<file path="config.mk">
export PLATFORM = sky130hd
export DESIGN_NAME = mip_chain_byte_size_core
export DESIGN_NICKNAME = d
export VERILOG_FILES = /design/src/mcbs_pkg.sv /design/src/mip_chain_byte_size_core.sv /design/src/mcbs_mul.sv /design/src/mcbs_ctrl.sv
export SDC_FILE = /design/constraint.sdc
export NUM_CORES = 2
export LEC_CHECK = 0
export BUFFER_PORTS_ARGS = -buffer_cell sky130_fd_sc_hd__buf_2
export CAP_MARGIN = 20
export CORE_MARGIN = 4
export CORE_UTILIZATION = 55
export CTS_CLUSTER_SIZE = 10
export DETAILED_ROUTE_END_ITERATION = 8
export PLACE_DENSITY = 0.84
export SLEW_MARGIN = 30
export SYNTH_ARGS = -nofsm -noshare
export SYNTH_HDL_FRONTEND = slang
export SYNTH_SLANG_ARGS = --single-unit
</file>
<file path="constraint.sdc">
create_clock -name clk -period 11.5 [get_ports clk]
set_clock_uncertainty 0.2 [all_clocks]
set_input_delay 1.15 -clock clk [delete_from_list [all_inputs] [get_ports clk]]
set_output_delay 1.15 -clock clk [all_outputs]
set_load 0.1 [all_outputs]
</file>
<file path="src/mcbs_pkg.sv">
// mcbs_pkg: shared types and constants of the mip chain byte size block
// no dependencies; imported by every module of the block
`default_nettype none

package mcbs_pkg;

	// default widths of the base level dimensions (the port carries one bit more)
	localparam int unsigned DIM_BITS_DEF   = 14;
	localparam int unsigned DEPTH_BITS_DEF = 11;

	// fixed widths of the result and of the register file
	localparam int unsigned OUT_W     = 44;
	localparam int unsigned LVL_W     = 4;
	localparam int unsigned EB_W      = 5;
	localparam int unsigned CFG_IDX_W = 1;

	// register indexes on the write port
	typedef enum logic [CFG_IDX_W-1:0] {
		CFG_BLOCK_COMPRESSED = 1'b0,
		CFG_ELEMENT_BYTES    = 1'b1
	} cfg_idx_t;

	// live register contents
	typedef struct packed {
		logic            block_compressed;
		logic [EB_W-1:0] element_bytes;
	} cfg_t;

	// operand width of the shared multiplier: a full w*h product, and at least 32 bits
	function automatic int unsigned mul_a_width(input int unsigned dim_bits);
		return (2 * (dim_bits + 1) > 32) ? 2 * (dim_bits + 1) : 32;
	endfunction

	// second operand: a dimension, a depth or the bytes per element
	function automatic int unsigned mul_b_width(input int unsigned dim_bits,
			input int unsigned depth_bits);
		int unsigned w;
		w = dim_bits + 1;
		if (depth_bits + 1 > w)
			w = depth_bits + 1;
		if (EB_W > w)
			w = EB_W;
		return w;
	endfunction

endpackage

`default_nettype wire

</file>
<file path="src/mip_chain_byte_size_core.sv">
// mip_chain_byte_size_core: top level, register file and result ports
// depends on mcbs_pkg, mcbs_mul and mcbs_ctrl
`default_nettype none

// Byte size of a range of mip levels. A query is taken when start is high and
// busy is low; the answer appears on byte_count and levels_counted for a single
// cycle marked by done, once every level of the range has been summed and the sum
// has been scaled by the element size. There is no back-pressure on the
// answer: done must be sampled in that cycle. The time is set by one shared
// multiplier that is used twice per level (width times height, then times
// depth or by one in block mode) and twice more to scale by the element size.
// A new query may be taken in the cycle in which done is high. Registers are
// written through cfg_we, cfg_index and cfg_data and must only change while
// busy is low; depth 0 marks a cube map and counts six faces.
module mip_chain_byte_size_core #(
	parameter int unsigned DIM_BITS   = mcbs_pkg::DIM_BITS_DEF,
	parameter int unsigned DEPTH_BITS = mcbs_pkg::DEPTH_BITS_DEF
) (
	input  wire logic                             clk,
	input  wire logic                             arst_n,
	input  wire logic                             cfg_we,
	input  wire logic [mcbs_pkg::CFG_IDX_W-1:0]   cfg_index,
	input  wire logic [mcbs_pkg::EB_W-1:0]        cfg_data,
	input  wire logic                             start,
	output logic                                  busy,
	input  wire logic [DIM_BITS:0]                width,
	input  wire logic [DIM_BITS:0]                height,
	input  wire logic [DEPTH_BITS:0]              depth,
	input  wire logic [mcbs_pkg::LVL_W-1:0]       first_level,
	input  wire logic [mcbs_pkg::LVL_W-1:0]       level_count,
	output logic                                  done,
	output logic [mcbs_pkg::OUT_W-1:0]            byte_count,
	output logic [mcbs_pkg::LVL_W-1:0]            levels_counted
);
	import mcbs_pkg::*;

	localparam int unsigned MA_W   = mul_a_width(DIM_BITS);
	localparam int unsigned MB_W   = mul_b_width(DIM_BITS, DEPTH_BITS);
	localparam int unsigned PROD_W = MA_W + MB_W;

	cfg_t               cfg_q;
	logic               mul_en;
	logic [MA_W-1:0]    mul_a;
	logic [MB_W-1:0]    mul_b;
	logic [PROD_W-1:0]  prod;

	// register file
	always_ff @(posedge clk or negedge arst_n) begin
		if (!arst_n) begin
			cfg_q.block_compressed <= 1'b0;
			cfg_q.element_bytes    <= EB_W'(4);
		end else if (cfg_we) begin
			case (cfg_idx_t'(cfg_index))
				CFG_BLOCK_COMPRESSED: cfg_q.block_compressed <= cfg_data[0];
				CFG_ELEMENT_BYTES:    cfg_q.element_bytes    <= cfg_data;
				default: begin
					cfg_q <= cfg_q;
				end
			endcase
		end
	end

	// level walk and scaling sequencer
	mcbs_ctrl #(
		.DIM_BITS   (DIM_BITS),
		.DEPTH_BITS (DEPTH_BITS)
	) u_ctrl (
		.clk            (clk),
		.arst_n         (arst_n),
		.start          (start),
		.width          (width),
		.height         (height),
		.depth          (depth),
		.first_level    (first_level),
		.level_count    (level_count),
		.cfg            (cfg_q),
		.prod           (prod),
		.mul_en         (mul_en),
		.mul_a          (mul_a),
		.mul_b          (mul_b),
		.busy           (busy),
		.done           (done),
		.byte_count     (byte_count),
		.levels_counted (levels_counted)
	);

	// shared multiplier
	mcbs_mul #(
		.DIM_BITS   (DIM_BITS),
		.DEPTH_BITS (DEPTH_BITS)
	) u_mul (
		.clk  (clk),
		.en   (mul_en),
		.a    (mul_a),
		.b    (mul_b),
		.prod (prod)
	);

endmodule

`default_nettype wire

</file>
<file path="src/mcbs_mul.sv">
// mcbs_mul: shared unsigned multiplier with a registered product
// depends on mcbs_pkg for the operand widths
`default_nettype none

module mcbs_mul #(
	parameter int unsigned DIM_BITS   = mcbs_pkg::DIM_BITS_DEF,
	parameter int unsigned DEPTH_BITS = mcbs_pkg::DEPTH_BITS_DEF
) (
	input  wire logic                                           clk,
	input  wire logic                                           en,
	input  wire logic [mcbs_pkg::mul_a_width(DIM_BITS)-1:0]     a,
	input  wire logic [mcbs_pkg::mul_b_width(DIM_BITS, DEPTH_BITS)-1:0] b,
	output logic [mcbs_pkg::mul_a_width(DIM_BITS)
		+ mcbs_pkg::mul_b_width(DIM_BITS, DEPTH_BITS)-1:0]       prod
);
	import mcbs_pkg::*;

	localparam int unsigned MA_W   = mul_a_width(DIM_BITS);
	localparam int unsigned MB_W   = mul_b_width(DIM_BITS, DEPTH_BITS);
	localparam int unsigned PROD_W = MA_W + MB_W;

	logic [PROD_W-1:0] prod_q;

	// product register, loaded whenever the sequencer issues operands
	always_ff @(posedge clk) begin
		if (en) begin
			prod_q <= PROD_W'(a) * PROD_W'(b);
		end
	end

	assign prod = prod_q;

endmodule

`default_nettype wire

</file>
<file path="src/mcbs_ctrl.sv">
// mcbs_ctrl: level walk sequencer, accumulator and final scaling
// depends on mcbs_pkg; drives the shared multiplier mcbs_mul
`default_nettype none

module mcbs_ctrl #(
	parameter int unsigned DIM_BITS   = mcbs_pkg::DIM_BITS_DEF,
	parameter int unsigned DEPTH_BITS = mcbs_pkg::DEPTH_BITS_DEF
) (
	input  wire logic                                           clk,
	input  wire logic                                           arst_n,
	input  wire logic                                           start,
	input  wire logic [DIM_BITS:0]                              width,
	input  wire logic [DIM_BITS:0]                              height,
	input  wire logic [DEPTH_BITS:0]                            depth,
	input  wire logic [mcbs_pkg::LVL_W-1:0]                     first_level,
	input  wire logic [mcbs_pkg::LVL_W-1:0]                     level_count,
	input  wire mcbs_pkg::cfg_t                                 cfg,
	input  wire logic [mcbs_pkg::mul_a_width(DIM_BITS)
		+ mcbs_pkg::mul_b_width(DIM_BITS, DEPTH_BITS)-1:0]       prod,
	output logic                                                mul_en,
	output logic [mcbs_pkg::mul_a_width(DIM_BITS)-1:0]          mul_a,
	output logic [mcbs_pkg::mul_b_width(DIM_BITS, DEPTH_BITS)-1:0] mul_b,
	output logic                                                busy,
	output logic                                                done,
	output logic [mcbs_pkg::OUT_W-1:0]                          byte_count,
	output logic [mcbs_pkg::LVL_W-1:0]                          levels_counted
);
	import mcbs_pkg::*;

	localparam int unsigned DW     = DIM_BITS + 1;
	localparam int unsigned DDW    = DEPTH_BITS + 1;
	localparam int unsigned MA_W   = mul_a_width(DIM_BITS);
	localparam int unsigned MB_W   = mul_b_width(DIM_BITS, DEPTH_BITS);
	localparam int unsigned PROD_W = MA_W + MB_W;
	localparam int unsigned ACC_W  = 2 * MA_W + 6;

	typedef enum logic [2:0] {
		ST_IDLE,
		ST_LVL_A,
		ST_LVL_B,
		ST_FIN_ACC,
		ST_FIN_CUBE,
		ST_FIN_LO,
		ST_FIN_HI,
		ST_FIN_ADD
	} state_t;

	state_t             state_q;
	logic [DW-1:0]      w_q, h_q;
	logic [DDW-1:0]     d_q;
	logic [LVL_W-1:0]   cnt_q;
	logic               all_q;
	logic               cube_q;
	logic               blocks_q;
	logic               pend_q;
	logic [LVL_W-1:0]   levels_q;
	logic [ACC_W-1:0]   acc_q;
	logic               done_q;
	logic [OUT_W-1:0]   byte_count_q;

	logic [DW-1:0]      w_sh, h_sh, w_init, h_init;
	logic [DDW-1:0]     d_base, d_sh, d_init;
	logic [DW-1:0]      nw, nh;
	logic [DDW-1:0]     nd;
	logic               all_zero, last_lvl;
	logic [DW:0]        w_rnd, h_rnd;
	logic [ACC_W-1:0]   acc_sum;
	logic [ACC_W-1:0]   total;

	// base dimensions at the first counted level, zero counts as one
	always_comb begin
		w_sh   = width >> first_level;
		h_sh   = height >> first_level;
		d_base = cfg.block_compressed ? DDW'(1) : depth;
		d_sh   = d_base >> first_level;
		w_init = (w_sh == '0) ? DW'(1) : w_sh;
		h_init = (h_sh == '0) ? DW'(1) : h_sh;
		d_init = (d_sh == '0) ? DDW'(1) : d_sh;
	end

	// next level and the stop test
	always_comb begin
		nw       = w_q >> 1;
		nh       = h_q >> 1;
		nd       = d_q >> 1;
		all_zero = (nw == '0) && (nh == '0) && (nd == '0);
		last_lvl = all_zero || (!all_q && cnt_q == LVL_W'(1));
	end

	// 4x4 block counts, rounded up
	always_comb begin
		w_rnd = ({1'b0, w_q} + (DW + 1)'(3)) >> 2;
		h_rnd = ({1'b0, h_q} + (DW + 1)'(3)) >> 2;
	end

	// accumulator plus the last product, and the final total
	always_comb begin
		acc_sum = acc_q + ACC_W'(prod);
		total   = acc_q + (ACC_W'(prod) << MA_W);
	end

	// operand selection for the shared multiplier
	always_comb begin
		mul_en = 1'b0;
		mul_a  = '0;
		mul_b  = '0;
		case (state_q)
			ST_LVL_A: begin
				mul_en = 1'b1;
				mul_a  = blocks_q ? MA_W'(w_rnd) : MA_W'(w_q);
				mul_b  = blocks_q ? MB_W'(h_rnd) : MB_W'(h_q);
			end
			ST_LVL_B: begin
				mul_en = 1'b1;
				mul_a  = prod[MA_W-1:0];
				mul_b  = MB_W'(d_q);
			end
			ST_FIN_LO: begin
				mul_en = 1'b1;
				mul_a  = acc_q[MA_W-1:0];
				mul_b  = MB_W'(cfg.element_bytes);
			end
			ST_FIN_HI: begin
				mul_en = 1'b1;
				mul_a  = acc_q[2*MA_W-1:MA_W];
				mul_b  = MB_W'(cfg.element_bytes);
			end
			default: begin
				mul_en = 1'b0;
			end
		endcase
	end

	// sequencer, walk state and registered result
	always_ff @(posedge clk or negedge arst_n) begin
		if (!arst_n) begin
			state_q      <= ST_IDLE;
			w_q          <= '0;
			h_q          <= '0;
			d_q          <= '0;
			cnt_q        <= '0;
			all_q        <= 1'b0;
			cube_q       <= 1'b0;
			blocks_q     <= 1'b0;
			pend_q       <= 1'b0;
			levels_q     <= '0;
			acc_q        <= '0;
			done_q       <= 1'b0;
			byte_count_q <= '0;
		end else begin
			done_q <= 1'b0;
			case (state_q)
				ST_IDLE: begin
					if (start) begin
						w_q      <= w_init;
						h_q      <= h_init;
						d_q      <= d_init;
						cnt_q    <= level_count;
						all_q    <= (level_count == '0);
						cube_q   <= (depth == '0);
						blocks_q <= cfg.block_compressed;
						pend_q   <= 1'b0;
						levels_q <= '0;
						acc_q    <= '0;
						state_q  <= ST_LVL_A;
					end
				end
				ST_LVL_A: begin
					// fold in the previous level's product while w*h is formed
					if (pend_q) begin
						acc_q <= acc_sum;
					end
					state_q <= ST_LVL_B;
				end
				ST_LVL_B: begin
					levels_q <= levels_q + LVL_W'(1);
					if (last_lvl) begin
						state_q <= ST_FIN_ACC;
					end else begin
						w_q     <= (nw == '0) ? DW'(1) : nw;
						h_q     <= (nh == '0) ? DW'(1) : nh;
						d_q     <= (nd == '0) ? DDW'(1) : nd;
						cnt_q   <= cnt_q - LVL_W'(1);
						pend_q  <= 1'b1;
						state_q <= ST_LVL_A;
					end
				end
				ST_FIN_ACC: begin
					acc_q   <= acc_sum;
					state_q <= ST_FIN_CUBE;
				end
				ST_FIN_CUBE: begin
					// six faces as four plus two
					if (cube_q) begin
						acc_q <= (acc_q << 2) + (acc_q << 1);
					end
					state_q <= ST_FIN_LO;
				end
				ST_FIN_LO: begin
					state_q <= ST_FIN_HI;
				end
				ST_FIN_HI: begin
					// low partial product moves to the accumulator
					acc_q   <= ACC_W'(prod);
					state_q <= ST_FIN_ADD;
				end
				ST_FIN_ADD: begin
					// add the high partial product and saturate
					byte_count_q <= (|total[ACC_W-1:OUT_W]) ? '1 : total[OUT_W-1:0];
					done_q       <= 1'b1;
					state_q      <= ST_IDLE;
				end
				default: begin
					state_q <= ST_IDLE;
				end
			endcase
		end
	end

	assign busy           = (state_q != ST_IDLE);
	assign done           = done_q;
	assign byte_count     = byte_count_q;
	assign levels_counted = levels_q;

endmodule

`default_nettype wire
</file>
# Yosys cells after proc, flatten, opt, wreduce, memory -nomap -nowiden
# Index checks and enable logic that the tools add are counted.
classes:
  n_addsub: 7
  multipliers: 1
  eq_ne: 12
  n_shift: 3
  mux: 38
  n_bitwise: 1
  n_reduce_logical: 26
op_table:
  columns: ["operator", "count"]
  rows:
  - ["one-hot mux 70 bit (5 select lines)", 1]
  - ["two-way mux 70 bit", 3]
  - ["adder 70 bit", 2]
  - ["one-hot mux 32 bit (4 select lines)", 1]
  - ["two-way mux 15 bit", 8]
  - ["adder 70 x 47 -> 70 bit", 1]
  - ["zero test 15 bit", 4]
  - ["one-hot mux 15 bit (2 select lines)", 2]
  - ["two-way mux 12 bit", 4]
  - ["multiplier 32 x 15 -> 47 bit", 1]
  - ["one-hot mux 15 bit (3 select lines)", 1]
  - ["two-way mux 44 bit", 1]
  - ["zero test 12 bit", 3]
  - ["adder 15 x 2 -> 16 bit, second input constant", 2]
  - ["right shift 15 x 4 -> 15 bit", 2]
  - ["two-way mux 14 bit", 2]
  - ["OR reduction 26 bit", 1]
  - ["one-hot mux 12 bit (2 select lines)", 1]
  - ["one-hot mux 3 bit (8 select lines)", 1]
  - ["one-hot mux 4 bit (2 select lines)", 2]
  - ["equality test 3 bit, second input constant", 4]
  - ["two-way mux 4 bit", 3]
  - ["right shift 12 x 4 -> 12 bit", 1]
  - ["two-way mux 11 bit", 1]
  - ["25 further kinds", 36]
word_totals:
  regBits: 225
  inputBits: 60
  out_inout_bits: 50
  elab_cells: 104

# Longest topological paths before layout
depth:
  word_depth: 6
  ltp_mapped: 37

# By module
# A second synthesis with hierarchy kept.
hier_totals:
  cells_unflattened: 4494
  hier_area_um2: 37283.3
modules_own_cells:
  columns: ["module", "n_inst", "cells_per_inst", "area_each_um2", "seq_area_each_um2"]
  rows:
  - ["mcbs_ctrl", 1, 2643, 20189.4, 4304.1]
  - ["mcbs_mul", 1, 1837, 16858.7, 1411.4]
  - ["mip_chain_byte_size_core", 1, 14, 235.2, 151.4]

# Worst setup path after synthesis
# Ideal clock, no wire load.
synth_timing:
  path_kind: "register -> register"
  start: "reg u_ctrl.state_q[1]"
  end: "reg u_mul.prod_q[41], in the netlist u_mul.prod[41] (data pin)"
  setup_time_ns: 0.262
  arrival_time_ns: 8.328
  required_time_ns: 11.038
  slack_ns: 2.710
  stages_incl_launch_ff: 31
  cell_sequence: "dfrtp_1 clkbuf_1 nand2_1 nand2_1 and2_1 clkbuf_1 nand2_1 o21ai_1 clkbuf_1 nand2_1 fa_1 inv_1 fa_1 fa_1 fa_1 fa_1 inv_1 fa_1 inv_1 ha_1 clkbuf_1 and3_1 and3_1 nand3_1 o211ai_1 a211oi_1 o41ai_1 o2111ai_1 a21oi_1 a211oi_1 xnor2_1"
synth_via:
  elab_chain_cells: 4
  word_cells_on_any_way: 8
  classes_between: "mul: 1; eq/ne: 4; mux: 2; reduce/logical: 1"
synth_rtl:
  columns: ["item", "line_no", "text"]
  rows:
  - ["start, declared", "mcbs_ctrl.sv:48", "state_t state_q;"]
  - ["start signal, assigned", "mcbs_ctrl.sv:137", "state_q <= ST_IDLE;"]
  - ["start signal, assigned", "mcbs_ctrl.sv:165", "state_q <= ST_LVL_A;"]
  - ["start signal, assigned", "mcbs_ctrl.sv:173", "state_q <= ST_LVL_B;"]
  - ["equality test 3 bit", "mcbs_ctrl.sv:107", "case (state_q)"]
  - ["OR reduction 2 bit (no line)", null, null]
  - ["one-hot mux 15 bit (3 select lines)", "mcbs_ctrl.sv:107", null]
  - ["multiplier 32 x 15 -> 47 bit (*)", "mcbs_mul.sv:27", "prod_q <= PROD_W'(a) * PROD_W'(b);"]
  - ["end signal, assigned", "mcbs_mul.sv:27", null]
  - ["end, declared", "mcbs_mul.sv:22", "logic [PROD_W-1:0] prod_q;"]
# Mark *: on every way between the ends. The rest lies on a longest branch, timed or not.
# A chain may end at the register's enable or synchronous reset.

# Worst setup path in the final report
layout_timing:
  start: "reg u_ctrl.w_q[2]"
  end: "reg u_mul.prod_q[41], in the netlist u_mul.prod[41] (data pin)"
layout_via:
  elab_chain_cells: 4
layout_rtl:
  columns: ["item", "line_no", "text"]
  rows:
  - ["start, declared", "mcbs_ctrl.sv:49", "logic [DW-1:0] w_q, h_q;"]
  - ["start signal, assigned", "mcbs_ctrl.sv:155", "w_q <= w_init;"]
  - ["start signal, assigned", "mcbs_ctrl.sv:180", "w_q <= (nw == '0) ? DW'(1) : nw;"]
  - ["adder 15 x 2 -> 16 bit", "mcbs_ctrl.sv:92", "w_rnd = ({1'b0, w_q} + (DW + 1)'(3)) >> 2;"]
  - ["two-way mux 15 bit (*)", "mcbs_ctrl.sv:110", "mul_a = blocks_q ? MA_W'(w_rnd) : MA_W'(w_q);"]
  - ["one-hot mux 32 bit (4 select lines) (*)", "mcbs_ctrl.sv:107", null]
  - ["multiplier 32 x 15 -> 47 bit (*)", "mcbs_mul.sv:27", null]
# Marked as above.

==> summary.txt <==
Run status
  • Result of the run: finished, violations left
  • Failing checks: design-rule violations

Timing
  • Maximum clock frequency: 0.103 GHz
  • RSZ-0062 raised after global routing: false
  • Final TNS setup: 0 ps
  • Transition time at the pin with the least slew margin: 1030 ps
  • Number of max-slew violations in the final report: 0
  • Final setup margin: 1790 ps
  • Portion of the clock cycle consumed by the worst path in the final layout: 84.4%
  • Final period demand of the worst path: 9710 ps
  • Worst rel slew slack: 31.3%
  • Final setup violation count: 0
  • Total count of hold-check failures in the final report: 0

Critical path
  • Startpoint class of the critical path: flip-flop
  • CP peak stage delay: 670 ps
  • Register-to-register setup slack: 1790 ps
  • Arrival time at the worst endpoint: 9830 ps
  • Endpoint class of the critical path: flip-flop
  • Family with the most delay on the worst path: compound AO/OA/AOI/OAI gates
  • CP Data Required Time: 11620 ps
  • Buffers plus inverters on the worst setup path: 4
  • Top fanout value on the critical path: 14
  • Worst Setup Path Type: flip-flop to flip-flop
  • Critical-path cell with the highest stage delay: sky130_fd_sc_hd__o41ai_1
  • Most frequent cell on the critical path: sky130_fd_sc_hd__fa_1

Synthesis
  • Post-synthesis instance area: 35600 µm²
  • Cells after synthesis: 4231
  • Number of different library cells in the post-synthesis netlist: 98
  • Avg Cell Area, Syn: 8.42 µm²
  • Post-synth EDFFs: 47
  • Most common flop cell mapped by yosys: sky130_fd_sc_hd__dfrtp_1
  • Share of synthesized flip-flops with an asynchronous set or reset: 79.1%
  • Number of synthesized register bits: 225
  • Yosys warns: 0
  • Sequential fraction of the synthesis area: 16.5%

CTS
  • Clock tree from TritonCTS: built
  • Total CTS buffers: 29
  • Maximum number of buffers from clock root to sink: 3
  • Deepest level of the CTS H-tree: 1
  • Root Driver: sky130_fd_sc_hd__clkbuf_16
  • Num Clock Sinks: 225
  • Clock latency on the worst-skew pair: 600 ps
  • Hold-fix buffers, CTS: 0
  • Clk slew on worst S/H paths: 60 ps
  • Post CTS Setup Buffer Count: 0
  • CTS resizes: 0

Placed design
  • Port buffer count: 109
  • HPWL Detailed: 88300 µm
  • Place WS: 1800 ps
  • Weighted congestion at the end of routability-driven global placement: 1.00

Global route
  • Grt total ovfl: 0
  • Vias in the first global route: 32500
  • Wire length of the first global-routing pass: 179000 µm
  • Largest net degree at the start of global routing: 107
  • Initial antenna violation count: 1
  • Overall track demand over capacity in global routing: 32.0%

Drt
  • DR pass1 iterations: 9
  • Via count: 32900
  • Routed WL: 113000 µm
  • Post-detailed-route wirelength per cell: 22.1 µm
  • Final routed DRC violation total: 9
  • Mean number of vias per cell: 6.43
  • Number of antenna-violating nets in the routed design: 0
  • Iteration-0 DRC Markers: 3887

Cells and area
  • Layout-stage area growth over the synthesis result: 6.57%
  • Filler instances: 5575
  • Post-route core utilization: 59.1%
  • Highest-count cells in the layout ignoring fill and taps: sky130_fd_sc_hd__nand2_1, sky130_fd_sc_hd__inv_1, sky130_fd_sc_hd__fa_1
  • Ratio of cells with drive above 1 in the final layout: 6.84%
  • Layout Nets: 4958
  • Commonest non-fill, non-tap cell in the layout: sky130_fd_sc_hd__nand2_1
  • Ant. Diodes: 0

Flow run
  • Maximum Capacitance Violations: 0

Power
  • Share of power burned in combinational logic: 72.2%
  • Fraction of power spent switching nets: 57.2%
  • Sequential share of power: 18.8%
  • Leak Pwr: 0.0176 µW
  • Part of the power in the clock network: 9.1%
  • Internal: 4320 µW
  • Maximum vdd ir drop: 0.000139 V
  • Power dissipated by switching net loads: 5770 µW
  • Power per cell area: 266 nW/µm²

Floorplanning
  • Core outline area: 64200 µm²
  • Io pins: 110
  • Width of the die: 262 µm
  • Die area: 68900 µm²
  • Die Span Y: 262 µm
  • Number of placement rows: 93
  • Effective utilization at floorplan: 55.4%

Hold path
  • Class of the tightest hold or removal check: flip-flop to flip-flop
==> power groups by stage <==
stage | Sequential [µW] | Clock (µW) | Combinational (µW)
global route | 1880 | 956 | 7980
detailed placement | 1850 | 0 | 7060
finish | 1890 | 913 | 7280
global placement | 1840 | 0 | 6900
CTS | 1830 | 922 | 7110
floorplan | 1760 | 0 | 5080
==> through the flow <==
| stage | hold WS (ps) | total power (µW) | cell area (µm²) | cells |
|---|---|---|---|---|
| after global routing | 313 | 10800 | 38000 | 5112 |
| after floorplan | 248 | 6840 | 35800 | 4280 |
| after global placement | 264 | 8740 | 37000 | 5063 |
| after CTS | 304 | 9860 | 37900 | 5111 |
| after detailed placement | 289 | 8900 | 37000 | 5064 |
| final | 300 | 10100 | 38000 | 5112 |
==> state kept, by name, indices dropped and copies added (netlist names), 3 cells and up <==
name / flops
u_ctrl.w_q: 15
u_ctrl.levels_counted: 4
u_ctrl.d_q: 12
u_ctrl.byte_count: 44
u_mul.prod: 47
u_ctrl.acc_q: 70
u_ctrl.state_q: 3
cfg_q: 6
u_ctrl.cnt_q: 4
u_ctrl.h_q: 15
==> cells in the mapped netlist (51+ instances only) <==
library cell	count	area, µm²
sky130_fd_sc_hd__nand2_1	554	2080
sky130_fd_sc_hd__a21o_1	106	796
sky130_fd_sc_hd__nand3_1	64	320
sky130_fd_sc_hd__nor3_1	51	255
sky130_fd_sc_hd__fa_1	391	7830
sky130_fd_sc_hd__xor2_1	78	683
sky130_fd_sc_hd__a21oi_1	294	1470
sky130_fd_sc_hd__clkbuf_1	213	800
sky130_fd_sc_hd__o21ai_0	206	1030
sky130_fd_sc_hd__dfrtp_1	177	4430
sky130_fd_sc_hd__mux2i_1	76	761
sky130_fd_sc_hd__ha_1	266	3330
sky130_fd_sc_hd__nor2_1	302	1130
sky130_fd_sc_hd__inv_1	421	1580
sky130_fd_sc_hd__and2_1	67	419
sky130_fd_sc_hd__xnor2_1	103	902
sky130_fd_sc_hd__a211oi_1	52	390
==> layout make-up <==
class,instances,area (µm²),share of cell area (%)
Clock inverter,4,63.8,0.168
Tap cell,855,1070,2.82
Multi-Input combinational cell,3393,27500,72.4
Timing Repair Buffer,168,1010,2.67
Inverter,424,1590,4.19
Clock buffer,43,881,2.32
Sequential cell,225,5870,15.5
==> worst reg2reg max path: cells and delay by family, from the launching register on <==
kind	cells	cell delay [ps]
AOI/OAI and AO/OA	12	3390
xor gates and xnor gates	2	280
adders and majority gates	7	3370
buffers and inverters	4	200
DFF	1	510
and+or+nand+nor	8	1500
==> worst paths after layout <==
path / startpoint / to / cells after the start
max in group asynchronous: arst_n / u_ctrl.d_q[6] / 2
hold reg to reg: u_ctrl.byte_count[26] / u_ctrl.byte_count[26] / 1
setup reg to reg: u_ctrl.w_q[2] / u_mul.prod[41] / 33
setup / recovery: u_ctrl.w_q[2] / u_mul.prod[41] / 33
hold / removal: u_ctrl.byte_count[26] / u_ctrl.byte_count[26] / 1
min in group asynchronous: arst_n / u_ctrl.byte_count[6] / 1
==> cell families after synthesis <==
logic type               Yosys count  share of synthesized area (%)
flip-flops                       225                           16.5
adder cells (fa/ha/maj)          657                           31.3
buffers and inverters            662                           7.10
multiplexers                     104                           3.41
AND/OR/NAND/NOR                 1300                           16.7
AO/OA/AOI/OAI                   1100                           20.5
XOR/XNOR                         181                           4.45
other                              2                         0.0211
==> metal layers <==
metal	GRT usage, %	vias to the layer above	routed length (µm)	share of wire (%)
met5	0	-	0	0
met4	13.8	0	5820	5.2
met3	6.19	356	13300	12
met2	49.8	1970	49600	44
met1	43.8	15900	44100	39
li1	-	14600	-	-
Power figures use the tool's default switching activity.
